### config.mk
export PLATFORM = sky130hd
export DESIGN_NAME = qlsf_mdu
export DESIGN_NICKNAME = d
export VERILOG_FILES = /design/src/rtl/core/qlsf_pkg.sv /design/src/rtl/core/qlsf_mdu.sv
export SDC_FILE = /design/constraint.sdc
export NUM_CORES = 2
export LEC_CHECK = 0
export BUFFER_PORTS_ARGS = -buffer_cell sky130_fd_sc_hd__buf_2
export CORE_MARGIN = 3
export CORE_UTILIZATION = 40
export DETAILED_ROUTE_END_ITERATION = 6
export PLACE_DENSITY = 0.62
export REMOVE_ABC_BUFFERS = 1
export SETUP_SLACK_MARGIN = 0.05
export SYNTH_ARGS = -nofsm -noshare
export SYNTH_HDL_FRONTEND = slang
export SYNTH_SLANG_ARGS = --single-unit
### constraint.sdc
create_clock -name clock -period 5.6 [get_ports clock]
set_clock_uncertainty 0.2 [all_clocks]
set_input_delay 1.12 -clock clock [delete_from_list [all_inputs] [get_ports clock]]
set_output_delay 1.12 -clock clock [all_outputs]
set_load 0.005 [all_outputs]
### src/rtl/core/qlsf_pkg.sv
// shared types, constants and the determinant step table for the quadratic fit unit
// no dependencies; imported by every module of the block
package qlsf_pkg;

   localparam int MAX_POINTS_DEF = 256;

   // input queue between front and back
   localparam int QUEUE_DEPTH = 4;
   localparam int QPTR_W      = $clog2(QUEUE_DEPTH);
   localparam int QCNT_W      = $clog2(QUEUE_DEPTH + 1);

   // solver datapath
   localparam int WIDE_W     = 128;
   localparam int ELEM_W     = 64;
   localparam int MUL_STEPS  = 64;
   localparam int DIV_STEPS  = 128;
   localparam int ITER_W     = 7;
   localparam int NUM_STEPS  = 9;
   localparam int STEP_W     = 4;

   localparam logic [31:0] SAT_POS = 32'h7FFF_FFFF;
   localparam logic [31:0] SAT_NEG = 32'h8000_0000;

   // step operations
   localparam logic [2:0] OP_C_SET = 3'd0;
   localparam logic [2:0] OP_C_SUB = 3'd1;
   localparam logic [2:0] OP_D_SET = 3'd2;
   localparam logic [2:0] OP_D_SUB = 3'd3;
   localparam logic [2:0] OP_D_ADD = 3'd4;

   typedef struct packed {
      logic signed [11:0] x_value;
      logic signed [15:0] y_value;
      logic               last;
   } req_item_type;

   typedef struct packed {
      logic signed [31:0] coef_a2;
      logic signed [31:0] coef_a1;
      logic signed [31:0] coef_a0;
      logic               singular;
      logic               saturated;
   } rsp_item_type;

   typedef struct packed {
      logic              start;
      logic              is_div;
      logic [WIDE_W-1:0] a;
      logic [WIDE_W-1:0] b;
   } mdu_req_type;

   typedef struct packed {
      logic              done;
      logic [WIDE_W-1:0] result;
   } mdu_rsp_type;

   typedef struct packed {
      logic       a_cof;
      logic [1:0] a_row;
      logic [1:0] a_col;
      logic [1:0] b_row;
      logic [1:0] b_col;
      logic [2:0] op;
   } step_type;

   // cofactor expansion of a 3x3 determinant along the first row
   function automatic step_type step_entry(input logic [STEP_W-1:0] idx);
      step_type s;
      s = '0;
      case (idx)
         4'd0: s = '{1'b0, 2'd1, 2'd1, 2'd2, 2'd2, OP_C_SET};
         4'd1: s = '{1'b0, 2'd1, 2'd2, 2'd2, 2'd1, OP_C_SUB};
         4'd2: s = '{1'b1, 2'd0, 2'd0, 2'd0, 2'd0, OP_D_SET};
         4'd3: s = '{1'b0, 2'd1, 2'd0, 2'd2, 2'd2, OP_C_SET};
         4'd4: s = '{1'b0, 2'd1, 2'd2, 2'd2, 2'd0, OP_C_SUB};
         4'd5: s = '{1'b1, 2'd0, 2'd0, 2'd0, 2'd1, OP_D_SUB};
         4'd6: s = '{1'b0, 2'd1, 2'd0, 2'd2, 2'd1, OP_C_SET};
         4'd7: s = '{1'b0, 2'd1, 2'd1, 2'd2, 2'd0, OP_C_SUB};
         4'd8: s = '{1'b1, 2'd0, 2'd0, 2'd0, 2'd2, OP_D_ADD};
         default: s = '0;
      endcase
      return s;
   endfunction

endpackage

### src/rtl/core/qlsf_mdu.sv
// shared iterative unit: shift-add multiply (one bit a cycle) and restoring divide
// depends on qlsf_pkg
module qlsf_mdu (
   input  logic                 clock,
   input  logic                 reset,
   input  qlsf_pkg::mdu_req_type req,
   output qlsf_pkg::mdu_rsp_type rsp
);
   import qlsf_pkg::*;

   localparam logic [ITER_W-1:0] MUL_LAST = ITER_W'(MUL_STEPS - 1);
   localparam logic [ITER_W-1:0] DIV_LAST = ITER_W'(DIV_STEPS - 1);

   logic              busy_ff, busy_in;
   logic              done_ff, done_in;
   logic              div_ff, div_in;
   logic [ITER_W-1:0] cnt_ff, cnt_in;
   logic [WIDE_W-1:0] acc_ff, acc_in;
   logic [WIDE_W-1:0] opa_ff, opa_in;
   logic [WIDE_W-1:0] opb_ff, opb_in;
   logic [WIDE_W-1:0] trial;
   logic [WIDE_W:0]   diff;
   logic              top_bit;

   always_comb begin
      busy_in = busy_ff;
      done_in = 1'b0;
      div_in  = div_ff;
      cnt_in  = cnt_ff;
      acc_in  = acc_ff;
      opa_in  = opa_ff;
      opb_in  = opb_ff;
      top_bit = opb_ff[WIDE_W-1];
      trial   = {acc_ff[WIDE_W-2:0], top_bit};
      diff    = {1'b0, trial} - {1'b0, opa_ff};
      if (req.start) begin
         busy_in = 1'b1;
         div_in  = req.is_div;
         cnt_in  = '0;
         acc_in  = '0;
         opa_in  = req.a;
         opb_in  = req.is_div ? req.b : {req.b[ELEM_W-1:0], {(WIDE_W-ELEM_W){1'b0}}};
      end else if (busy_ff) begin
         if (div_ff) begin
            acc_in = diff[WIDE_W] ? trial : diff[WIDE_W-1:0];
            opb_in = {opb_ff[WIDE_W-2:0], !diff[WIDE_W]};
         end else begin
            acc_in = {acc_ff[WIDE_W-2:0], 1'b0} + (top_bit ? opa_ff : '0);
            opb_in = {opb_ff[WIDE_W-2:0], 1'b0};
         end
         cnt_in = cnt_ff + 1'b1;
         if (cnt_ff == (div_ff ? DIV_LAST : MUL_LAST)) begin
            busy_in = 1'b0;
            done_in = 1'b1;
         end
      end
   end

   assign rsp.done   = done_ff;
   assign rsp.result = div_ff ? opb_ff : acc_ff;

   always_ff @(posedge clock) begin
      if (reset) begin
         busy_ff <= 1'b0;
         done_ff <= 1'b0;
      end else begin
         busy_ff <= busy_in;
         done_ff <= done_in;
      end
   end

   always_ff @(posedge clock) begin
      div_ff <= div_in;
      cnt_ff <= cnt_in;
      acc_ff <= acc_in;
      opa_ff <= opa_in;
      opb_ff <= opb_in;
   end

endmodule

## Word-level counts from Yosys, hierarchy flattened

Index checks and enable logic that the tools add are counted.

- $add $sub $neg: 3
- Equality and inequality tests: 1
- Mux-type cells: 13
- Bitwise operators: 1
- Reduce and logical (&&, ||, !) cells: 3

Operator list:

| cell | count |
|---|---|
| $mux W128 | 7 |
| $sub A128 B128 Y129 | 1 |
| $add A128 B128 Y128 | 1 |
| $add A7 B1 Y7 const B | 1 |
| $eq A7 B7 Y1 | 1 |
| $mux W7 | 1 |
| $mux W1 | 5 |
| $reduce_or A3 Y1 | 1 |
| $reduce_bool A2 Y1 | 1 |
| $logic_not A1 Y1 | 1 |
| $not A1 Y1 | 1 |

- Register bits after elaboration: 394
- Output and inout port bits: 129
- Logic and storage cells: 28

## Depth between registers and ports, before layout

- Depth after elaboration: 5
- Mapped depth: 20
- Depth with buffers taken out: 19

## Least setup slack after synthesis

No wires, ideal clock.

- Path type: input port to flip-flop
- Start point: in req[257] (netlist name)
- End point: reg acc_ff[114]
- Data arrival time: 4446 ps
- Required time: 5143 ps
- Slack: 697 ps
- Stages on the path: 5
- Cell sequence: clkbuf_1 -> nor2_1 -> clkbuf_1 -> inv_1 -> o221ai_1

RTL lines:

| item | RTL line | RTL |
|---|---|---|
| start: declaration | qlsf_mdu.sv:6 | `input qlsf_pkg::mdu_req_type req,` |
| end signal: assignment | qlsf_mdu.sv:75 | `acc_ff <= acc_in;` |
| end: declaration | qlsf_mdu.sv:18 | `logic [WIDE_W-1:0] acc_ff, acc_in;` |

## Final worst setup path

- Start point: reg opb_ff[127]
- End point: reg acc_ff[109]

- Longest elaborated chain between the ends: 3
- Elaborated cells on any way between the ends: 5

RTL lines:

| item | RTL line | RTL |
|---|---|---|
| start: declaration | qlsf_mdu.sv:20 | `logic [WIDE_W-1:0] opb_ff, opb_in;` |
| start signal: assignment | qlsf_mdu.sv:77 | `opb_ff <= opb_in;` |
| $mux W128 or $sub A128 B128 Y129 (tied branches) | qlsf_mdu.sv:48, qlsf_mdu.sv:35 |  |
| $add A128 B128 Y128 or $mux W128 (tied branches) | qlsf_mdu.sv:48, qlsf_mdu.sv:45 |  |
| $mux W128 (*) | qlsf_mdu.sv:44 | `if (div_ff) begin` |

Every way passes the cells marked *; elsewhere a longest branch is shown, timed or not.
A chain may end at the register's enable or synchronous reset.

==> metrics.cfg <==
[run_status]
status = complete, no violations

[pwr]
p_total_mw = 10.96
p_per_area_mw_per_mm2 = 272.5
max-vdd-ir-drop_uv = 255.7
leakage_nw = 17.31

[finish]
area_delta_synth_final_pct = 14.30
instances_no_fill = 5959
fin_util_pct = 46.20
fin_nets = 5276
drive_gt1_share_pct = 15.88
stdcell_area_sq_mm = 0.04020

[cts]
cts_tree = built
cts_setup_buffers = 0
clock_latency_ps = 670
h-tree-depth = 2
cts_resized = 0
numCtsBuffers = 50
holdBufCountCts = 0
cts_max_path_buffers = 3
clock-root-buffer = clkbuf_16
clock_sink_count = 394
clkTransAtPathRegs_ps = 60

[setup_path]
cp.arrival_ps = 5710
required_ps = 5980
path_common_cell = o21ai_0
worstSetupPathType = reg -> reg
end_kind = flop
crit_fanout = 43
start_kind = flop
critPathSlowestCell = o21ai_0
cpPeakStageDelay_ps = 600
path_cells = inv_4, buf_12, nor2_1, ha_1, nand2_1, or3_1, nor2_1, o21ai_0, a21oi_1, o2111ai_1, a21oi_1, a31o_2, a31oi_2, o21ai_0, xnor2_1, o21ai_0, a31oi_1, a211oi_1

[routing]
drt_iter0_drc = 4300
via_count = 36380
wirelength_microns = 157200
ant_nets = 0
firstDrtPassIters = 6
route.detailed.drc = 0
wl_per_cell_microns = 26.38
routed_via_density = 6.105

[synthesis]
synth-edff-count = 257
synth.avg_cell_area_sq_um = 7.854
ys_ff_latch = 394
yosysSeqAreaShare_pct = 29.74
synth_cell_types = 90
synth_flop_cell = edfxtp_1
ys_warn_count = 0
netlist_area_sq_mm = 0.03517
synthCells = 4478
async_flop_share_pct = 0

[min_path]
min_path_type = reg -> reg

[placement]
dp.cells = 5861
io_buffers = 388
place.gp.congestion = 1.036
hpwl_microns = 126000
postPlaceCellArea_sq_mm = 0.03855

[timing]
grt_setup_unrepaired = no
hold_viol_final = 0
fmax_ghz = 0.1875
fin_crit_ps = 5333
tightest_slew_ps = 994.2
fin_crit_sh_pct = 95.24
slew_headroom_pct = 33.72
setup_viol = 0
slew_violations = 0

[die]
dieWidth_microns = 302.5
core_area_sq_mm = 0.08702
num_io_pins = 389
die_area_sq_mm = 0.09152
fp.dieH_microns = 302.5
core.rowCount = 108
start_util_pct = 40.42

[global_routing]
antenna_found_initial = 11
grt_pass1_vias = 33880
grt_usage_pct = 33.05
grt_max_degree = 126
overflow = 0
grt_pass1_wl_microns = 224900

[run]
cap_violations = 0

through the flow:
step	setup WS, ps	hold slack (ps)	TNS, ps
finish	266.8	295.1	0
global placement	444.2	270.9	0
detailed placement	449.8	281.3	0
CTS	406.8	292.4	0
global route	111.5	353.7	0
floorplan	-4705	251.9	-925700
cell families (layout without fill, tap and decap cells):
group / Yosys count / after routing / share of synthesized area (%)
other cells: 0 / 4 / 0
xor+xnor: 247 / 247 / 6.151
mux: 197 / 197 / 6.058
compound gates: 1463 / 1463 / 25.46
buf+inv: 580 / 902 / 6.364
simple gates: 1339 / 1339 / 17.01
fa+ha+maj: 258 / 258 / 9.221
flops: 394 / 394 / 29.74
state kept, by name (all words and copies together) (netlist names):
| signal | count |
|---|---|
| done_ff | 1 |
| div_ff | 1 |
| opa_ff | 128 |
| busy_ff | 1 |
| opb_ff | 128 |
| cnt_ff | 7 |
| acc_ff | 128 |
cell type report:
cell class,count,area [sq um]
sequential,394,10460
inverter,295,1115
multi-input combinational,3504,22510
antenna,4,10.01
fill,8826,46820
clock inverter,32,310.3
clock buffer,62,1316
timing repair buffer,513,3030
tap,1155,1445
worst max-delay path, delay by kind of cell (launching register included):
| kind | cells | cell delay [ps] |
|---|---|---|
| compound gates | 10 | 2810 |
| xor+xnor | 1 | 230 |
| fa+ha+maj | 1 | 410 |
| buf+inv | 2 | 310 |
| flops | 1 | 420 |
| simple gates | 4 | 810 |
synthesized netlist by cell type (all sizes together), types with 23 or more instances:
library cell	n	share of area, %
a21oi	517	7.4
nor2	498	5.3
nand2	423	4.5
o21ai	387	5.5
inv	295	3.1
edfxtp	257	22
ha	256	9.1
clkbuf	237	2.5
xnor2	154	3.8
dfxtp	137	7.8
nand4	136	2.4
mux2	127	4.1
a21o	111	2.4
xor2	93	2.3
nor3	92	1.3
o21bai	76	1.6
mux2i	70	2.0
buf	48	0.68
o211ai	41	0.89
a31oi	39	0.69
a211oi	37	0.82
nor2b	37	0.66
o21a	36	0.77
a22oi	33	0.70
nand3	33	0.48
a311oi	24	0.62
o31ai	24	0.51
nand2b	23	0.41
final timing paths:
check                                            start                        to  slack [ps]  depth (start not counted)
worst max-delay path             opb_ff[127]$_DFFE_PP_  acc_ff[109]$_SDFFE_PP0P_         270                         18
worst min-delay path            cnt_ff[5]$_SDFFE_PP0P_    cnt_ff[5]$_SDFFE_PP0P_         300                          2
worst max register to register   opb_ff[127]$_DFFE_PP_  acc_ff[109]$_SDFFE_PP0P_         270                         18
worst min register to register  cnt_ff[5]$_SDFFE_PP0P_    cnt_ff[5]$_SDFFE_PP0P_         300                          2
layer usage:
| layer | vias up | share of wire, % | GRT usage [%] |
|---|---|---|---|
| met5 | - | 0.013 | 0 |
| met4 | 4 | 3.7 | 11.04 |
| met3 | 270 | 12 | 7.714 |
| met2 | 2087 | 41 | 48.10 |
| met1 | 17280 | 43 | 47.83 |
| li1 | 16740 | - | - |
cells in the final DEF, fill, tap and decap left out, types with 24 or more instances in the layout:
cell type,synthesis,final
a21oi_1,516,515
nor2_1,498,496
nand2_1,422,422
buf_2,33,386
o21ai_0,377,377
inv_1,294,292
edfxtp_1,257,257
ha_1,256,256
xnor2_1,154,154
nand4_1,136,136
dfxtp_1,137,136
mux2_2,127,127
buf_4,3,115
a21o_1,111,111
xor2_1,93,93
nor3_1,92,92
o21bai_1,76,76
mux2i_1,70,70
clkbuf_16,0,50
o211ai_1,40,40
a31oi_1,39,38
o21a_1,36,36
nor2b_1,37,36
a211oi_1,35,35
a22oi_1,33,33
nand3_1,32,32
o31ai_1,24,24
power by group:
group	total (mW)	switching (mW)	internal (mW)
Clock	3.32	1.49	1.83
Sequential	3.70	0.302	3.39
Combinational	3.94	2.53	1.41
Note: power is estimated with default switching activity, not from simulation.
