### config.mk
export PLATFORM = sky130hd
export DESIGN_NAME = qlsf_front
export DESIGN_NICKNAME = d
export VERILOG_FILES = /design/src/rtl/core/qlsf_pkg.sv /design/src/rtl/core/qlsf_front.sv
export SDC_FILE = /design/constraint.sdc
export NUM_CORES = 1
export LEC_CHECK = 0
export BUFFER_PORTS_ARGS = -buffer_cell sky130_fd_sc_hd__buf_2
export CAP_MARGIN = 10
export CELL_PAD_IN_SITES_DETAIL_PLACEMENT = 1
export CELL_PAD_IN_SITES_GLOBAL_PLACEMENT = 2
export CORE_UTILIZATION = 40
export DETAILED_ROUTE_END_ITERATION = 7
export PLACE_DENSITY_LB_ADDON = 0.1
export SYNTH_ARGS = -nofsm -noshare
export SYNTH_HDL_FRONTEND = slang
export SYNTH_SLANG_ARGS = --single-unit
export TNS_END_PERCENT = 20
### constraint.sdc
create_clock -name clock -period 1.95 [get_ports clock]
set_clock_uncertainty 0.1 [all_clocks]
set_input_delay 0.195 -clock clock [delete_from_list [all_inputs] [get_ports clock]]
set_output_delay 0.195 -clock clock [all_outputs]
set_load 0.1 [all_outputs]
### src/rtl/core/qlsf_pkg.sv
// shared types, constants and the determinant step table for the quadratic fit unit
// no dependencies; imported by every module of the block
package qlsf_pkg;

   localparam int MAX_POINTS_DEF = 256;

   // input queue between front and back
   localparam int QUEUE_DEPTH = 4;
   localparam int QPTR_W      = $clog2(QUEUE_DEPTH);
   localparam int QCNT_W      = $clog2(QUEUE_DEPTH + 1);

   // solver datapath
   localparam int WIDE_W     = 128;
   localparam int ELEM_W     = 64;
   localparam int MUL_STEPS  = 64;
   localparam int DIV_STEPS  = 128;
   localparam int ITER_W     = 7;
   localparam int NUM_STEPS  = 9;
   localparam int STEP_W     = 4;

   localparam logic [31:0] SAT_POS = 32'h7FFF_FFFF;
   localparam logic [31:0] SAT_NEG = 32'h8000_0000;

   // step operations
   localparam logic [2:0] OP_C_SET = 3'd0;
   localparam logic [2:0] OP_C_SUB = 3'd1;
   localparam logic [2:0] OP_D_SET = 3'd2;
   localparam logic [2:0] OP_D_SUB = 3'd3;
   localparam logic [2:0] OP_D_ADD = 3'd4;

   typedef struct packed {
      logic signed [11:0] x_value;
      logic signed [15:0] y_value;
      logic               last;
   } req_item_type;

   typedef struct packed {
      logic signed [31:0] coef_a2;
      logic signed [31:0] coef_a1;
      logic signed [31:0] coef_a0;
      logic               singular;
      logic               saturated;
   } rsp_item_type;

   typedef struct packed {
      logic              start;
      logic              is_div;
      logic [WIDE_W-1:0] a;
      logic [WIDE_W-1:0] b;
   } mdu_req_type;

   typedef struct packed {
      logic              done;
      logic [WIDE_W-1:0] result;
   } mdu_rsp_type;

   typedef struct packed {
      logic       a_cof;
      logic [1:0] a_row;
      logic [1:0] a_col;
      logic [1:0] b_row;
      logic [1:0] b_col;
      logic [2:0] op;
   } step_type;

   // cofactor expansion of a 3x3 determinant along the first row
   function automatic step_type step_entry(input logic [STEP_W-1:0] idx);
      step_type s;
      s = '0;
      case (idx)
         4'd0: s = '{1'b0, 2'd1, 2'd1, 2'd2, 2'd2, OP_C_SET};
         4'd1: s = '{1'b0, 2'd1, 2'd2, 2'd2, 2'd1, OP_C_SUB};
         4'd2: s = '{1'b1, 2'd0, 2'd0, 2'd0, 2'd0, OP_D_SET};
         4'd3: s = '{1'b0, 2'd1, 2'd0, 2'd2, 2'd2, OP_C_SET};
         4'd4: s = '{1'b0, 2'd1, 2'd2, 2'd2, 2'd0, OP_C_SUB};
         4'd5: s = '{1'b1, 2'd0, 2'd0, 2'd0, 2'd1, OP_D_SUB};
         4'd6: s = '{1'b0, 2'd1, 2'd0, 2'd2, 2'd1, OP_C_SET};
         4'd7: s = '{1'b0, 2'd1, 2'd1, 2'd2, 2'd0, OP_C_SUB};
         4'd8: s = '{1'b1, 2'd0, 2'd0, 2'd0, 2'd2, OP_D_ADD};
         default: s = '0;
      endcase
      return s;
   endfunction

endpackage

### src/rtl/core/qlsf_front.sv
// front end: accepts sample words into a short queue for the back end
// depends on qlsf_pkg
module qlsf_front (
   input  logic                  clock,
   input  logic                  reset,
   input  logic                  push,
   output logic                  full,
   input  qlsf_pkg::req_item_type req_item,
   output logic                  head_valid,
   output qlsf_pkg::req_item_type head_item,
   input  logic                  take
);
   import qlsf_pkg::*;

   req_item_type     slot_ff [0:QUEUE_DEPTH-1];
   logic [QPTR_W-1:0] wr_ptr_ff, wr_ptr_in;
   logic [QPTR_W-1:0] rd_ptr_ff, rd_ptr_in;
   logic [QCNT_W-1:0] count_ff, count_in;
   logic              push_ok;
   logic              pop_ok;

   assign full       = (count_ff == QCNT_W'(QUEUE_DEPTH));
   assign head_valid = (count_ff != '0);
   assign head_item  = slot_ff[rd_ptr_ff];
   assign push_ok    = push && !full;
   assign pop_ok     = take && head_valid;

   always_comb begin
      wr_ptr_in = push_ok ? wr_ptr_ff + 1'b1 : wr_ptr_ff;
      rd_ptr_in = pop_ok ? rd_ptr_ff + 1'b1 : rd_ptr_ff;
      count_in  = count_ff;
      if (push_ok && !pop_ok) begin
         count_in = count_ff + 1'b1;
      end else if (pop_ok && !push_ok) begin
         count_in = count_ff - 1'b1;
      end
   end

   always_ff @(posedge clock) begin
      if (reset) begin
         wr_ptr_ff <= '0;
         rd_ptr_ff <= '0;
         count_ff  <= '0;
      end else begin
         wr_ptr_ff <= wr_ptr_in;
         rd_ptr_ff <= rd_ptr_in;
         count_ff  <= count_in;
      end
   end

   always_ff @(posedge clock) begin
      if (push_ok) begin
         slot_ff[wr_ptr_ff] <= req_item;
      end
   end

endmodule

Yosys cells after proc, flatten, opt, wreduce, memory -nomap -nowiden --
Memory sizes are Yosys's and may differ from the RTL's. A register that Yosys moved wholly into a read port is not among the register bits. Cells that the tools add are included.
Operators by class: add/subtract/negate cells 4, eq/ne operators 1, muxes and demuxes 6, reductions and logical operators 9
Operators with widths (count):
- 3-bit 2-to-1 mux | 2
- 2-bit by 1-bit adder with 2-bit output (second input constant) | 2
- 1-bit logical AND | 4
- 2-bit 2-to-1 mux | 2
- 3-bit by 1-bit adder with 3-bit output (second input constant) | 1
- 3-bit == test (second input constant) | 1
- 1-bit logical NOT | 3
- 3-bit nonzero test | 1
- 3-bit by 1-bit subtractor with 3-bit output (second input constant) | 1
- 1-bit 2-to-1 mux | 2
- 2-bit nonzero test | 1
Word-level totals: bits in registers 7, bits in writable memories 116, output and inout bits 31, memories kept 1
Memory list:
- slot_ff | words 4, width 29, rd ports 1, clocked after Yosys merged registers in 1, write ports 1, RTL line qlsf_front.sv:15 | req_item_type slot_ff [0:QUEUE_DEPTH-1];

Logic depth before layout (Yosys ltp) --
Gate-level depths: netlist of the first run.
word-level depth 7, depth in mapped cells 8, depth with buffers taken out 8

Least setup slack after synthesis of the first run --
No wires, ideal clock.
kind register to register, start point register count_ff[1], end point register count_ff[2], setup time 70 ps, arrival time 2966 ps, required time 1780 ps, slack -1186 ps, cell stages (with the launch flop) 9, path buffers 0, clock period less this slack 3136 ps, cell sequence dfxtp_1 -> nor3b_2 -> nor2_1 -> ha_1 -> inv_1 -> fa_1 -> xor2_1 -> or3_1 -> a21oi_1
On the way: word-level cells in the longest chain between the ends 6, elaborated cells on any way between the ends 14, classes of those cells add/sub: 2; eq/ne: 1; mux: 2; reduce/logical: 9
Ends and longest elaborated chain:
- from (decl) | RTL line qlsf_front.sv:18 | logic [QCNT_W-1:0] count_ff, count_in;
- from (signal assigned) | RTL line qlsf_front.sv:47 | count_ff <= count_in;
- 3-bit == test (*) | RTL line qlsf_front.sv:22 | assign full = (count_ff == QCNT_W'(QUEUE_DEPTH));
- named net full | RTL line qlsf_front.sv:7 | output logic full,
- 1-bit logical NOT (*) | RTL line qlsf_front.sv:25 | assign push_ok = push && !full;
- 1-bit logical AND (*) | RTL line qlsf_front.sv:25
- named net push_ok | RTL line qlsf_front.sv:19 | logic push_ok;
- 1-bit logical NOT | RTL line qlsf_front.sv:34 | end else if (pop_ok && !push_ok) begin
- 1-bit logical AND | RTL line qlsf_front.sv:34
- 2-bit nonzero test (no source line)
The timed path passes the listed nets; every way through them passes the cells marked *. The select of a mux whose other input is x is not followed. A chain may end at the register's enable or synchronous reset.

Final worst setup path of the first run --
start point register count_ff[1], end point register count_ff[2]
On the way: word-level cells in the longest chain between the ends 6, elaborated cells on any way between the ends 14, classes of those cells add/sub: 2; eq/ne: 1; mux: 2; reduce/logical: 9
Ends and longest elaborated chain:
- parallel branches: the longest is 6 deep, another holds 3-bit by 1-bit subtractor with 3-bit output
Parallel ways; which one is timed is not known. The select of a mux whose other input is x is not followed.

==> run_summary.xml, run 1 <==
<?xml version="1.0" encoding="UTF-8"?>
<metrics>
  <group name="route">
    <metric name="vias_per_cell" unit="">4.91</metric>
    <metric name="wl" unit="µm">8780</metric>
    <metric name="antenna_violating_nets_post_route" unit="">0</metric>
    <metric name="first_pass_iters" unit="">5</metric>
    <metric name="wl_per_cell" unit="µm">18.5</metric>
    <metric name="route.vias.total" unit="">2335</metric>
    <metric name="drtIter0Drc" unit="">145</metric>
    <metric name="detail_route.drc_violations" unit="">0</metric>
  </group>
  <group name="sta">
    <metric name="maxSlewHeadroom" unit="">0.645</metric>
    <metric name="rsz_0062_raised_after_global_routing" unit="">yes</metric>
    <metric name="timing.fmax" unit="MHz">489</metric>
    <metric name="final.hold.worst_slack" unit="ps">110</metric>
    <metric name="timing.final.setup_violations" unit="">29</metric>
    <metric name="fin_ws" unit="ps">-93.7</metric>
    <metric name="tightestPinTransition" unit="ps">526</metric>
    <metric name="period_share" unit="">1.05</metric>
    <metric name="hold_violations" unit="">0</metric>
    <metric name="period_minus_slack" unit="ps">2040</metric>
    <metric name="final_max_slew_viol_count" unit="">0</metric>
  </group>
  <group name="placement">
    <metric name="hpwl" unit="µm">5050</metric>
    <metric name="gp_congestion" unit="">0.641</metric>
    <metric name="buffer_ports.inserted" unit="">63</metric>
    <metric name="placement.setup.worst_slack" unit="ps">-111</metric>
    <metric name="post-place-cells" unit="">410</metric>
    <metric name="placed_area" unit="mm²">0.00528</metric>
  </group>
  <group name="synth">
    <metric name="synth_area_leaders" unit="">sky130_fd_sc_hd__edfxtp_1, sky130_fd_sc_hd__mux4_2, sky130_fd_sc_hd__dfxtp_1</metric>
    <metric name="synth_enable_flop_cells" unit="">116</metric>
    <metric name="post-synth-top-area-fraction" unit="">0.747</metric>
    <metric name="postSynth.topFlopCell" unit="">sky130_fd_sc_hd__edfxtp_1</metric>
    <metric name="synth_seq_area_share" unit="">0.786</metric>
    <metric name="synth_area_per_cell" unit="µm²">23.4</metric>
    <metric name="synth.lib_cells_used.distinct" unit="">23</metric>
    <metric name="netlist.top_cell.by_area" unit="">sky130_fd_sc_hd__edfxtp_1</metric>
    <metric name="postSynth.asyncResetShare" unit="">0</metric>
    <metric name="synthesis.yosys.warnings" unit="">0</metric>
    <metric name="post_synth_most_frequent_cells" unit="">sky130_fd_sc_hd__edfxtp_1, sky130_fd_sc_hd__mux4_2, sky130_fd_sc_hd__dfxtp_1</metric>
    <metric name="postSynthNetCount" unit="">238</metric>
    <metric name="area_of_the_mapped_netlist" unit="mm²">0.00466</metric>
    <metric name="ys_seq_elements" unit="">125</metric>
    <metric name="yosysMostFrequentCell" unit="">sky130_fd_sc_hd__edfxtp_1</metric>
    <metric name="synthesis.instances" unit="">199</metric>
  </group>
  <group name="worst_hold_path">
    <metric name="min_to" unit="">wr_ptr_ff[0]</metric>
    <metric name="worstHoldPathCells" unit="">4</metric>
    <metric name="start_point_of_the_worst_min_delay_path" unit="">push</metric>
    <metric name="hold_path.class" unit="">primary input to register</metric>
  </group>
  <group name="die">
    <metric name="design.portCount" unit="">64</metric>
    <metric name="core_area" unit="mm²">0.0114</metric>
    <metric name="die_w" unit="µm">110</metric>
    <metric name="initial_utilization" unit="">0.410</metric>
    <metric name="die_h" unit="µm">110</metric>
    <metric name="placementRows" unit="">39</metric>
    <metric name="design.die.area" unit="mm²">0.0121</metric>
  </group>
  <group name="worst_setup_path">
    <metric name="startpoint_type" unit="">register</metric>
    <metric name="worstSetupEndpointType" unit="">register</metric>
    <metric name="worst_r2r_startpoint" unit="">count_ff[1]</metric>
    <metric name="r2r_end" unit="">count_ff[2]</metric>
    <metric name="timing.critical_path.from" unit="">count_ff[1]</metric>
    <metric name="critPathArrivalTime" unit="ps">2280</metric>
    <metric name="timing.critical_path.required" unit="ps">2180</metric>
    <metric name="timing.setup.critical_path_class" unit="">register to register</metric>
    <metric name="worstRegToRegCells" unit="">7</metric>
    <metric name="crit_fanout" unit="">4</metric>
    <metric name="ff2ff_setup_slack" unit="ps">-90</metric>
  </group>
  <group name="power">
    <metric name="power_density" unit="mW/mm²">1730</metric>
    <metric name="max-vdd-ir-drop" unit="mV">1.07</metric>
    <metric name="power_leakage" unit="nW">2.29</metric>
  </group>
  <group name="layout">
    <metric name="n_antenna_cell" unit="">0</metric>
    <metric name="syn2layout_area_growth" unit="%">39.4</metric>
    <metric name="instances_no_fill" unit="">476</metric>
    <metric name="final_cell_area" unit="mm²">0.00650</metric>
    <metric name="nets" unit="">359</metric>
    <metric name="layout-drive-gt1-share" unit="">0.462</metric>
  </group>
  <group name="clock_tree">
    <metric name="clk_root_buffer_cell" unit="">sky130_fd_sc_hd__clkbuf_16</metric>
    <metric name="max-clock-path-buffers" unit="">2</metric>
    <metric name="insertion_delay" unit="ps">410</metric>
    <metric name="htreeDepth" unit="">4</metric>
    <metric name="clock-sinks" unit="">125</metric>
    <metric name="worst_setup_hold_path_clk_slew" unit="ps">60</metric>
    <metric name="cts_tree" unit="">yes</metric>
    <metric name="cts-buffers-inserted" unit="">17</metric>
  </group>
  <group name="run_status">
    <metric name="outcome" unit="">complete, but fails checks</metric>
    <metric name="violations_in_the_final_reports" unit="">negative setup slack</metric>
  </group>
  <group name="grt">
    <metric name="grt_overflow_total" unit="">0</metric>
    <metric name="grt_first_pass_wirelength" unit="µm">13400</metric>
    <metric name="grt_antenna_before_repair" unit="">0</metric>
    <metric name="maximum_number_of_pins_on_one_net_before_global_route_repair" unit="">30</metric>
    <metric name="grt_use_total" unit="">0.160</metric>
    <metric name="first_global_vias" unit="">2549</metric>
  </group>
  <group name="flow_run">
    <metric name="maxCapViolations" unit="">0</metric>
  </group>
</metrics>
-- cell families after synthesis --
| family | share of synthesized area |
|---|---|
| AO/OA/AOI/OAI | 0.00886 |
| multiplexers | 0.145 |
| XOR/XNOR | 0.00751 |
| AND/OR/NAND/NOR | 0.0196 |
| adder cells (fa/ha/maj) | 0.0177 |
| flip-flops | 0.786 |
| buffers and inverters | 0.0153 |
-- state kept, by name (all words and copies together) (netlist names), named ones only --
signal     cells
count_ff       3
rd_ptr_ff      2
slot_ff      116
wr_ptr_ff      2
-- worst max-delay path by stage --
stage / to / slack (ps)
2_1_floorplan: count_ff[2] / -540
3_3_place_gp: count_ff[2] / -60
3_5_place_dp: count_ff[2] / -110
4_1_cts: head_item[1] / -130
5_1_grt: count_ff[2] / -150
6_report: count_ff[2] / -90
-- timing repair --
action                                 in CTS  in global routing
setup endpoints to repair                  30                117
endpoints found under the hold margin     123                  0
setup buffers                               0                  3
gates cloned                                0                  1
resized for setup                          61                  8
hold buffers                               30                  0
pin swaps                                   1                  5
-- per-stage QoR --
step | total power [mW] | setup TNS, ps | utilization
after floorplan | 6.65 | -44150 | -
after global placement | 7.35 | -55.0 | 0.465
after detailed placement | 7.37 | -111 | 0.465
after CTS | 11.3 | -2380 | 0.566
after global routing | 11.6 | -3140 | 0.572
final | 11.3 | -1500 | 0.572
-- cell type report --
class	instances	area [µm²]
Timing Repair Buffer	109	1000
Multi-Input combinational cell	63	978
Inverter	4	15.0
Clock buffer	17	425
Clock inverter	15	220
Sequential cell	125	3680
Tap cell	143	179
Fill cell	994	4870
-- routing by layer --
| metal | up-vias | part of all wire | global-route usage |
|---|---|---|---|
| met5 | - | 0 | 0 |
| met4 | 0 | 0.014 | 0.0686 |
| met3 | 14 | 0.036 | 0.0492 |
| met2 | 55 | 0.52 | 0.262 |
| met1 | 1195 | 0.43 | 0.198 |
| li1 | 1071 | - | - |
-- power by group --
part	total, mW	switching (mW)	internal, mW
sequential	3.38	0.133	3.25
combinational	4.48	3.03	1.44
clock	3.40	1.13	2.27
-- critical path: stages (launching register included) --
cell and delay [ps]:
sky130_fd_sc_hd__dfxtp_4 360, sky130_fd_sc_hd__o31ai_4 300, sky130_fd_sc_hd__ha_4 180, sky130_fd_sc_hd__inv_2 30, sky130_fd_sc_hd__fa_2 330, sky130_fd_sc_hd__xor2_1 160
sky130_fd_sc_hd__or3_1 390, sky130_fd_sc_hd__a21oi_2 120
-- layout by cell type (no fill, tap or decap), drive strengths merged, types with 5 or more instances in the layout --
cell type / netlist / layout
buf: 5 / 77
bufinv: 0 / 5
clkbuf: 2 / 19
clkinv: 0 / 8
dfxtp: 9 / 9
dlygate4sd3: 0 / 30
edfxtp: 116 / 116
ha: 5 / 5
inv: 4 / 5
mux4: 29 / 29
nor2: 6 / 6
No activity file was read; power rests on OpenSTA's default activity.
==> run 2: changes to the inputs <==
--- a/config.mk
+++ b/config.mk
@@ -12,6 +12,7 @@
 export CORE_UTILIZATION = 40
 export DETAILED_ROUTE_END_ITERATION = 7
 export PLACE_DENSITY_LB_ADDON = 0.1
+export REMOVE_ABC_BUFFERS = 1
 export SYNTH_ARGS = -nofsm -noshare
 export SYNTH_HDL_FRONTEND = slang
 export SYNTH_SLANG_ARGS = --single-unit
==> constraint.sdc (replaced) <==
create_clock -name clock -period 1.8 [get_ports clock]
set_clock_uncertainty 0.1 [all_clocks]
set_input_delay 0.18 -clock clock [delete_from_list [all_inputs] [get_ports clock]]
set_output_delay 0.18 -clock clock [all_outputs]
set_load 0.1 [all_outputs]
==> run 2 against run 1 <==
The flow still finishes with violations (negative setup slack). Sequential cell count did not move. Final cell count rose by 1.1%. First-iteration DRC count fell by 46%. Critical path depth fell by 4. Sequential share of layout area fell by 1.7 points. Via count rose by 2.0%.
==> run_summary.xml, run 2 (synthesis results as in run 1) <==
<?xml version="1.0" encoding="UTF-8"?>
<metrics>
  <group name="run_status">
    <metric name="outcome" unit="">complete, but fails checks</metric>
    <metric name="violations_in_the_final_reports" unit="">negative setup slack</metric>
  </group>
  <group name="worst_setup_path">
    <metric name="worstPathCellList" unit="">buf_12, mux4_2, buf_12</metric>
    <metric name="timing.critical_path.slowest_stage_cell" unit="">sky130_fd_sc_hd__mux4_2</metric>
    <metric name="timing.setup.critical_path_class" unit="">register to output pin</metric>
    <metric name="critPathArrivalTime" unit="ps">1720</metric>
    <metric name="worst_r2r_startpoint" unit="">count_ff[1]</metric>
    <metric name="timing.critical_path.depth" unit="">3</metric>
    <metric name="timing.critical_path.required" unit="ps">1520</metric>
    <metric name="crit_fanout" unit="">13</metric>
    <metric name="critical-path-top-delay-family" unit="">multiplexers</metric>
    <metric name="critical_path_buf_inv_count" unit="">2</metric>
    <metric name="slowest_delay" unit="ps">570</metric>
    <metric name="worstRegToRegCells" unit="">7</metric>
    <metric name="startpoint_type" unit="">register</metric>
    <metric name="worstSetupEndpointType" unit="">output pin</metric>
    <metric name="crit_top_cell" unit="">sky130_fd_sc_hd__buf_12</metric>
  </group>
  <group name="route">
    <metric name="wl" unit="µm">8930</metric>
    <metric name="wl_per_cell" unit="µm">18.6</metric>
    <metric name="first_pass_iters" unit="">4</metric>
    <metric name="detail_route.drc_violations" unit="">0</metric>
    <metric name="drtIter0Drc" unit="">79</metric>
    <metric name="vias_per_cell" unit="">4.95</metric>
    <metric name="route.vias.total" unit="">2381</metric>
    <metric name="antenna_violating_nets_post_route" unit="">0</metric>
  </group>
  <group name="sta">
    <metric name="period_share" unit="">1.11</metric>
    <metric name="tightestPinTransition" unit="ps">441</metric>
    <metric name="setup-tns-final" unit="ps">-4750</metric>
    <metric name="final_max_slew_viol_count" unit="">0</metric>
    <metric name="maxSlewHeadroom" unit="">0.702</metric>
    <metric name="timing.final.setup_violations" unit="">30</metric>
    <metric name="fin_ws" unit="ps">-201</metric>
    <metric name="rsz_0062_raised_after_global_routing" unit="">yes</metric>
    <metric name="hold_violations" unit="">0</metric>
    <metric name="timing.fmax" unit="MHz">500</metric>
    <metric name="period_minus_slack" unit="ps">2000</metric>
  </group>
  <group name="layout">
    <metric name="layout-drive-gt1-share" unit="">0.462</metric>
    <metric name="nets" unit="">364</metric>
    <metric name="reg.largest.list" unit="">slot_ff (116), count_ff (3)</metric>
    <metric name="syn2layout_area_growth" unit="%">43.7</metric>
    <metric name="seqCellArea" unit="mm²">0.00367</metric>
    <metric name="most-common-layout-cells" unit="">sky130_fd_sc_hd__edfxtp_1, sky130_fd_sc_hd__buf_2, sky130_fd_sc_hd__buf_12</metric>
    <metric name="max_flop_register" unit="">slot_ff</metric>
    <metric name="fillCellCount" unit="">994</metric>
    <metric name="instances_no_fill" unit="">481</metric>
    <metric name="utilization" unit="">0.589</metric>
    <metric name="area_taken_by_multi_input_logic_gates" unit="µm²">955</metric>
    <metric name="largest_register_ffs" unit="">116</metric>
    <metric name="n_antenna_cell" unit="">0</metric>
    <metric name="layout.cells.most_common" unit="">sky130_fd_sc_hd__edfxtp_1</metric>
  </group>
  <group name="grt">
    <metric name="grt_overflow_total" unit="">0</metric>
    <metric name="first_global_vias" unit="">2600</metric>
    <metric name="grt_antenna_before_repair" unit="">0</metric>
    <metric name="maximum_number_of_pins_on_one_net_before_global_route_repair" unit="">27</metric>
    <metric name="grt_use_total" unit="">0.164</metric>
    <metric name="grt_first_pass_wirelength" unit="µm">13700</metric>
  </group>
  <group name="clock_tree">
    <metric name="clk_root_buffer_cell" unit="">sky130_fd_sc_hd__clkbuf_16</metric>
    <metric name="insertion_delay" unit="ps">400</metric>
    <metric name="cts_tree" unit="">yes</metric>
    <metric name="worst_setup_hold_path_clk_slew" unit="ps">50</metric>
    <metric name="max-clock-path-buffers" unit="">2</metric>
    <metric name="cts-buffers-inserted" unit="">17</metric>
    <metric name="htreeDepth" unit="">4</metric>
    <metric name="clock-sinks" unit="">125</metric>
  </group>
  <group name="die">
    <metric name="design.portCount" unit="">64</metric>
    <metric name="die_w" unit="µm">110</metric>
    <metric name="placementRows" unit="">39</metric>
    <metric name="core_area" unit="mm²">0.0114</metric>
    <metric name="initial_utilization" unit="">0.410</metric>
    <metric name="die_h" unit="µm">110</metric>
    <metric name="design.die.area" unit="mm²">0.0121</metric>
  </group>
  <group name="power">
    <metric name="max-vdd-ir-drop" unit="mV">1.23</metric>
    <metric name="total_switching_power" unit="mW">4.63</metric>
    <metric name="cellInternalPower" unit="mW">7.75</metric>
    <metric name="power_density" unit="mW/mm²">1850</metric>
    <metric name="power.sequential.fraction" unit="">0.295</metric>
    <metric name="power_switching_share" unit="">0.374</metric>
    <metric name="power_leakage" unit="nW">2.37</metric>
    <metric name="comb_power_share" unit="">0.434</metric>
    <metric name="clkPwrFrac" unit="">0.270</metric>
    <metric name="fin_total_pwr" unit="mW">12.4</metric>
  </group>
  <group name="placement">
    <metric name="hpwl" unit="µm">5490</metric>
    <metric name="gp_congestion" unit="">0.679</metric>
    <metric name="buffer_ports.inserted" unit="">63</metric>
    <metric name="placement.setup.worst_slack" unit="ps">-278</metric>
    <metric name="post-place-cells" unit="">418</metric>
  </group>
  <group name="worst_hold_path">
    <metric name="start_point_of_the_worst_min_delay_path" unit="">push</metric>
    <metric name="hold_path.class" unit="">primary input to register</metric>
    <metric name="worstHoldPathCells" unit="">4</metric>
  </group>
  <group name="flow_run">
    <metric name="maxCapViolations" unit="">0</metric>
  </group>
</metrics>
## run 2: worst register-to-register path, stage by stage (launching register included)
cell and delay [ps]:
sky130_fd_sc_hd__dfxtp_2 350, sky130_fd_sc_hd__o31ai_4 280, sky130_fd_sc_hd__ha_2 240, sky130_fd_sc_hd__inv_2 40, sky130_fd_sc_hd__fa_2 320, sky130_fd_sc_hd__xor2_1 150, sky130_fd_sc_hd__or3_1 320, sky130_fd_sc_hd__a21oi_2 110
## run 2: layout make-up
class,instances,share of cell area
Sequential cell,125,0.549
Timing Repair Buffer,114,0.192
Multi-Input combinational cell,63,0.143
Clock buffer,23,0.0699
Tap cell,143,0.0267
Clock inverter,9,0.0177
Inverter,4,0.00224
## run 2: metrics by stage
stage | area, µm² | hold slack, ps
after floorplan | 4610 | 149
after global placement | 5710 | 295
after detailed placement | 5710 | 300
after CTS | 6680 | 35.0
after global routing | 6700 | 111
final | 6700 | 71.8
## run 2: timing repair
| action | 4_1_cts | 5_1_grt |
|---|---|---|
| setup buffers | 1 | 0 |
| pin swaps | 2 | 1 |
| hold buffers | 30 | 0 |
| gates resized for setup | 25 | 7 |
| gates cloned | 0 | 0 |
| setup endpoints to repair | 33 | 32 |
| endpoints found under the hold margin | 124 | 0 |
## run 2: final timing paths
path / end / slack, ps
min: wr_ptr_ff[0] / 70
max: head_item[26] / -200
min reg2reg: register / 430
max reg2reg: count_ff[2] / -180
## run 2: metal layers
| layer | GRT usage | vias to the layer above | part of all wire |
|---|---|---|---|
| met3 | 0.0533 | 9 | 0.032 |
| li1 | - | 1080 | - |
| met5 | 0 | - | 0 |
| met1 | 0.199 | 1242 | 0.43 |
| met2 | 0.271 | 50 | 0.53 |
| met4 | 0.0657 | 0 | 0.0083 |
## run 2: power groups by stage
stage / clock, mW / combinational (mW) / sequential, mW
2_1_floorplan: 0 / 3.27 / 3.80
3_3_place_gp: 0 / 5.17 / 3.67
3_5_place_dp: 0 / 5.19 / 3.69
4_1_cts: 3.43 / 5.42 / 3.64
5_1_grt: 3.55 / 5.59 / 3.68
6_report: 3.35 / 5.38 / 3.66
==> run 3: changes to the inputs <==
--- a/config.mk
+++ b/config.mk
@@ -9,10 +9,11 @@
 export CAP_MARGIN = 10
 export CELL_PAD_IN_SITES_DETAIL_PLACEMENT = 1
 export CELL_PAD_IN_SITES_GLOBAL_PLACEMENT = 2
-export CORE_UTILIZATION = 40
+export CORE_UTILIZATION = 44
 export DETAILED_ROUTE_END_ITERATION = 7
 export PLACE_DENSITY_LB_ADDON = 0.1
 export REMOVE_ABC_BUFFERS = 1
+export SETUP_SLACK_MARGIN = 0.4
 export SYNTH_ARGS = -nofsm -noshare
 export SYNTH_HDL_FRONTEND = slang
 export SYNTH_SLANG_ARGS = --single-unit
==> constraint.sdc (replaced) <==
create_clock -name clock -period 2 [get_ports clock]
set_clock_uncertainty 0.1 [all_clocks]
set_input_delay 0.2 -clock clock [delete_from_list [all_inputs] [get_ports clock]]
set_output_delay 0.2 -clock clock [all_outputs]
set_load 0.1 [all_outputs]
==> run 3 against run 2 <==
The flow still finishes with violations (negative setup slack). Utilization up 4.8 points. Worst hold slack got worse by 19 ps. Count of clock-buffer cells in the layout shrank 3. Worst setup slack gained 42 ps. Final cell count shrank 1.9%. Wire length up 1.7%. Clock power fell by 15%. Total power down 13%. Via count fell by 1.7%. Combinational power is 14% lower. Final area shrank 2.2%. Sequential power shrank 9.8%. Highest routed layer unchanged.
==> run_summary.xml, run 3 (synthesis results as in run 1) <==
<?xml version="1.0" encoding="UTF-8"?>
<metrics>
  <group name="sta">
    <metric name="final_max_slew_viol_count" unit="">0</metric>
    <metric name="fin_ws" unit="ps">-159</metric>
    <metric name="timing.fmax" unit="MHz">463</metric>
    <metric name="period_minus_slack" unit="ps">2160</metric>
    <metric name="maxSlewHeadroom" unit="">0.738</metric>
    <metric name="rsz_0062_raised_after_global_routing" unit="">yes</metric>
    <metric name="timing.final.setup_violations" unit="">30</metric>
    <metric name="period_share" unit="">1.08</metric>
    <metric name="tightestPinTransition" unit="ps">387</metric>
    <metric name="hold_violations" unit="">0</metric>
  </group>
  <group name="layout">
    <metric name="syn2layout_area_growth" unit="%">40.6</metric>
    <metric name="max_flop_register" unit="">slot_ff</metric>
    <metric name="instances_no_fill" unit="">472</metric>
    <metric name="fillCellCount" unit="">882</metric>
    <metric name="layout.cells.most_common" unit="">sky130_fd_sc_hd__edfxtp_1</metric>
    <metric name="layout-drive-gt1-share" unit="">0.440</metric>
    <metric name="seqCellArea" unit="mm²">0.00367</metric>
    <metric name="reg.largest.list" unit="">slot_ff (116), count_ff (3)</metric>
    <metric name="most-common-layout-cells" unit="">sky130_fd_sc_hd__edfxtp_1, sky130_fd_sc_hd__buf_2, sky130_fd_sc_hd__dlygate4sd3_1</metric>
    <metric name="area_taken_by_multi_input_logic_gates" unit="µm²">951</metric>
    <metric name="n_antenna_cell" unit="">0</metric>
    <metric name="final_cell_area" unit="mm²">0.00655</metric>
    <metric name="largest_register_ffs" unit="">116</metric>
    <metric name="nets" unit="">363</metric>
  </group>
  <group name="route">
    <metric name="detail_route.drc_violations" unit="">0</metric>
    <metric name="route.vias.total" unit="">2341</metric>
    <metric name="wl_per_cell" unit="µm">19.3</metric>
    <metric name="first_pass_iters" unit="">4</metric>
    <metric name="wl" unit="µm">9090</metric>
    <metric name="drtIter0Drc" unit="">91</metric>
    <metric name="vias_per_cell" unit="">4.96</metric>
    <metric name="antenna_violating_nets_post_route" unit="">0</metric>
  </group>
  <group name="clock_tree">
    <metric name="clock-sinks" unit="">125</metric>
    <metric name="cts-buffers-inserted" unit="">17</metric>
    <metric name="clk_root_buffer_cell" unit="">sky130_fd_sc_hd__clkbuf_8</metric>
    <metric name="cts_tree" unit="">yes</metric>
    <metric name="insertion_delay" unit="ps">510</metric>
    <metric name="htreeDepth" unit="">4</metric>
    <metric name="worst_setup_hold_path_clk_slew" unit="ps">50</metric>
    <metric name="post_cts.repair.setup_buffers" unit="">0</metric>
    <metric name="max-clock-path-buffers" unit="">2</metric>
  </group>
  <group name="worst_setup_path">
    <metric name="critical-path-top-delay-family" unit="">multiplexers</metric>
    <metric name="critPathArrivalTime" unit="ps">1860</metric>
    <metric name="worstPathCellList" unit="">buf_12, mux4_2, buf_12</metric>
    <metric name="critical_path_buf_inv_count" unit="">2</metric>
    <metric name="worstRegToRegCells" unit="">8</metric>
    <metric name="timing.critical_path.required" unit="ps">1700</metric>
    <metric name="ff2ff_setup_slack" unit="ps">-30</metric>
    <metric name="timing.setup.critical_path_class" unit="">register to output pin</metric>
    <metric name="timing.critical_path.slowest_stage_cell" unit="">sky130_fd_sc_hd__mux4_2</metric>
    <metric name="crit_fanout" unit="">11</metric>
    <metric name="slowest_delay" unit="ps">560</metric>
    <metric name="crit_top_cell" unit="">sky130_fd_sc_hd__buf_12</metric>
    <metric name="worst_r2r_startpoint" unit="">count_ff[2]</metric>
    <metric name="r2r_end" unit="">count_ff[2]</metric>
    <metric name="startpoint_type" unit="">register</metric>
    <metric name="worstSetupEndpointType" unit="">output pin</metric>
  </group>
  <group name="die">
    <metric name="design.die.area" unit="mm²">0.0110</metric>
    <metric name="core_area" unit="mm²">0.0103</metric>
    <metric name="design.portCount" unit="">64</metric>
    <metric name="die_w" unit="µm">105</metric>
    <metric name="die_h" unit="µm">105</metric>
    <metric name="initial_utilization" unit="">0.454</metric>
    <metric name="placementRows" unit="">37</metric>
  </group>
  <group name="worst_hold_path">
    <metric name="hold_path.class" unit="">primary input to register</metric>
    <metric name="start_point_of_the_worst_min_delay_path" unit="">take</metric>
    <metric name="worstHoldPathCells" unit="">4</metric>
  </group>
  <group name="placement">
    <metric name="buffer_ports.inserted" unit="">63</metric>
    <metric name="post-place-cells" unit="">409</metric>
    <metric name="hpwl" unit="µm">5300</metric>
    <metric name="gp_congestion" unit="">0.671</metric>
    <metric name="placed_area" unit="mm²">0.00543</metric>
    <metric name="placement.setup.worst_slack" unit="ps">-101</metric>
  </group>
  <group name="power">
    <metric name="fin_total_pwr" unit="mW">10.8</metric>
    <metric name="max-vdd-ir-drop" unit="mV">1.10</metric>
    <metric name="power_density" unit="mW/mm²">1640</metric>
    <metric name="power_leakage" unit="nW">2.32</metric>
  </group>
  <group name="grt">
    <metric name="grt_use_total" unit="">0.182</metric>
    <metric name="grt_overflow_total" unit="">0</metric>
    <metric name="grt_antenna_before_repair" unit="">0</metric>
    <metric name="first_global_vias" unit="">2554</metric>
    <metric name="maximum_number_of_pins_on_one_net_before_global_route_repair" unit="">29</metric>
    <metric name="grt_first_pass_wirelength" unit="µm">14100</metric>
  </group>
  <group name="run_status">
    <metric name="outcome" unit="">complete, but fails checks</metric>
    <metric name="violations_in_the_final_reports" unit="">negative setup slack</metric>
  </group>
  <group name="flow_run">
    <metric name="maxCapViolations" unit="">0</metric>
  </group>
</metrics>
-- run 3: power by group --
group / total, mW / leakage (nW) / switching (mW) / internal, mW
sequential: 3.30 / 1.14 / 0.132 / 3.17
clock: 2.86 / 0.272 / 0.997 / 1.86
combinational: 4.61 / 0.905 / 3.00 / 1.60
-- run 3: worst max path at each step --
| stage | start | endpoint | slack, ps | cells past startpoint |
|---|---|---|---|---|
| after floorplan | count_ff[1] | count_ff[2] | -1140 | 8 |
| after global placement | count_ff[1] | count_ff[2] | 10 | 7 |
| after detailed placement | count_ff[1] | count_ff[2] | -100 | 7 |
| after CTS | register | head_item[8] | -200 | 3 |
| after global routing | register | head_item[8] | -220 | 3 |
| final | register | head_item[8] | -160 | 3 |
-- run 3: area by class of cell --
| type | instances | area share |
|---|---|---|
| clock buffers | 20 | 0.0649 |
| inverters | 4 | 0.00229 |
| well taps | 136 | 0.0260 |
| flip-flops and latches | 125 | 0.560 |
| clock inverters | 11 | 0.0191 |
| multi-input cells | 63 | 0.145 |
| repair buffers | 113 | 0.182 |
-- run 3: worst reg2reg max path, stage by stage, from the launching register on --
cell	delay, ps
sky130_fd_sc_hd__dfxtp_2	340
sky130_fd_sc_hd__nor3b_4	160
sky130_fd_sc_hd__nor2_2	130
sky130_fd_sc_hd__ha_2	210
sky130_fd_sc_hd__inv_1	50
sky130_fd_sc_hd__fa_1	360
sky130_fd_sc_hd__xor2_1	160
sky130_fd_sc_hd__or3_1	310
sky130_fd_sc_hd__a21oi_1	130
-- run 3: layer usage --
metal	routed length (µm)	part of all wire	GRT usage
met5	0	0	0
met4	123	0.014	0.0755
met3	335	0.037	0.0611
met2	4830	0.53	0.301
met1	3790	0.42	0.220
-- run 3: repair_timing --
action,CTS,global route
pin swaps,2,0
endpoints found under the hold margin,125,0
resized for setup,60,12
endpoints found under the setup margin,149,128
gates cloned,1,0
hold buffers,31,0
-- run 3: metrics by stage --
stage / util / hold WS [ps] / setup TNS [ps]
3_3_place_gp: 0.529 / 315 / 0
4_1_cts: 0.633 / 22.9 / -4930
5_1_grt: 0.638 / 57.0 / -5940
2_1_floorplan: - / 169 / -134820
6_report: 0.638 / 52.8 / -3760
3_5_place_dp: 0.529 / 323 / -101
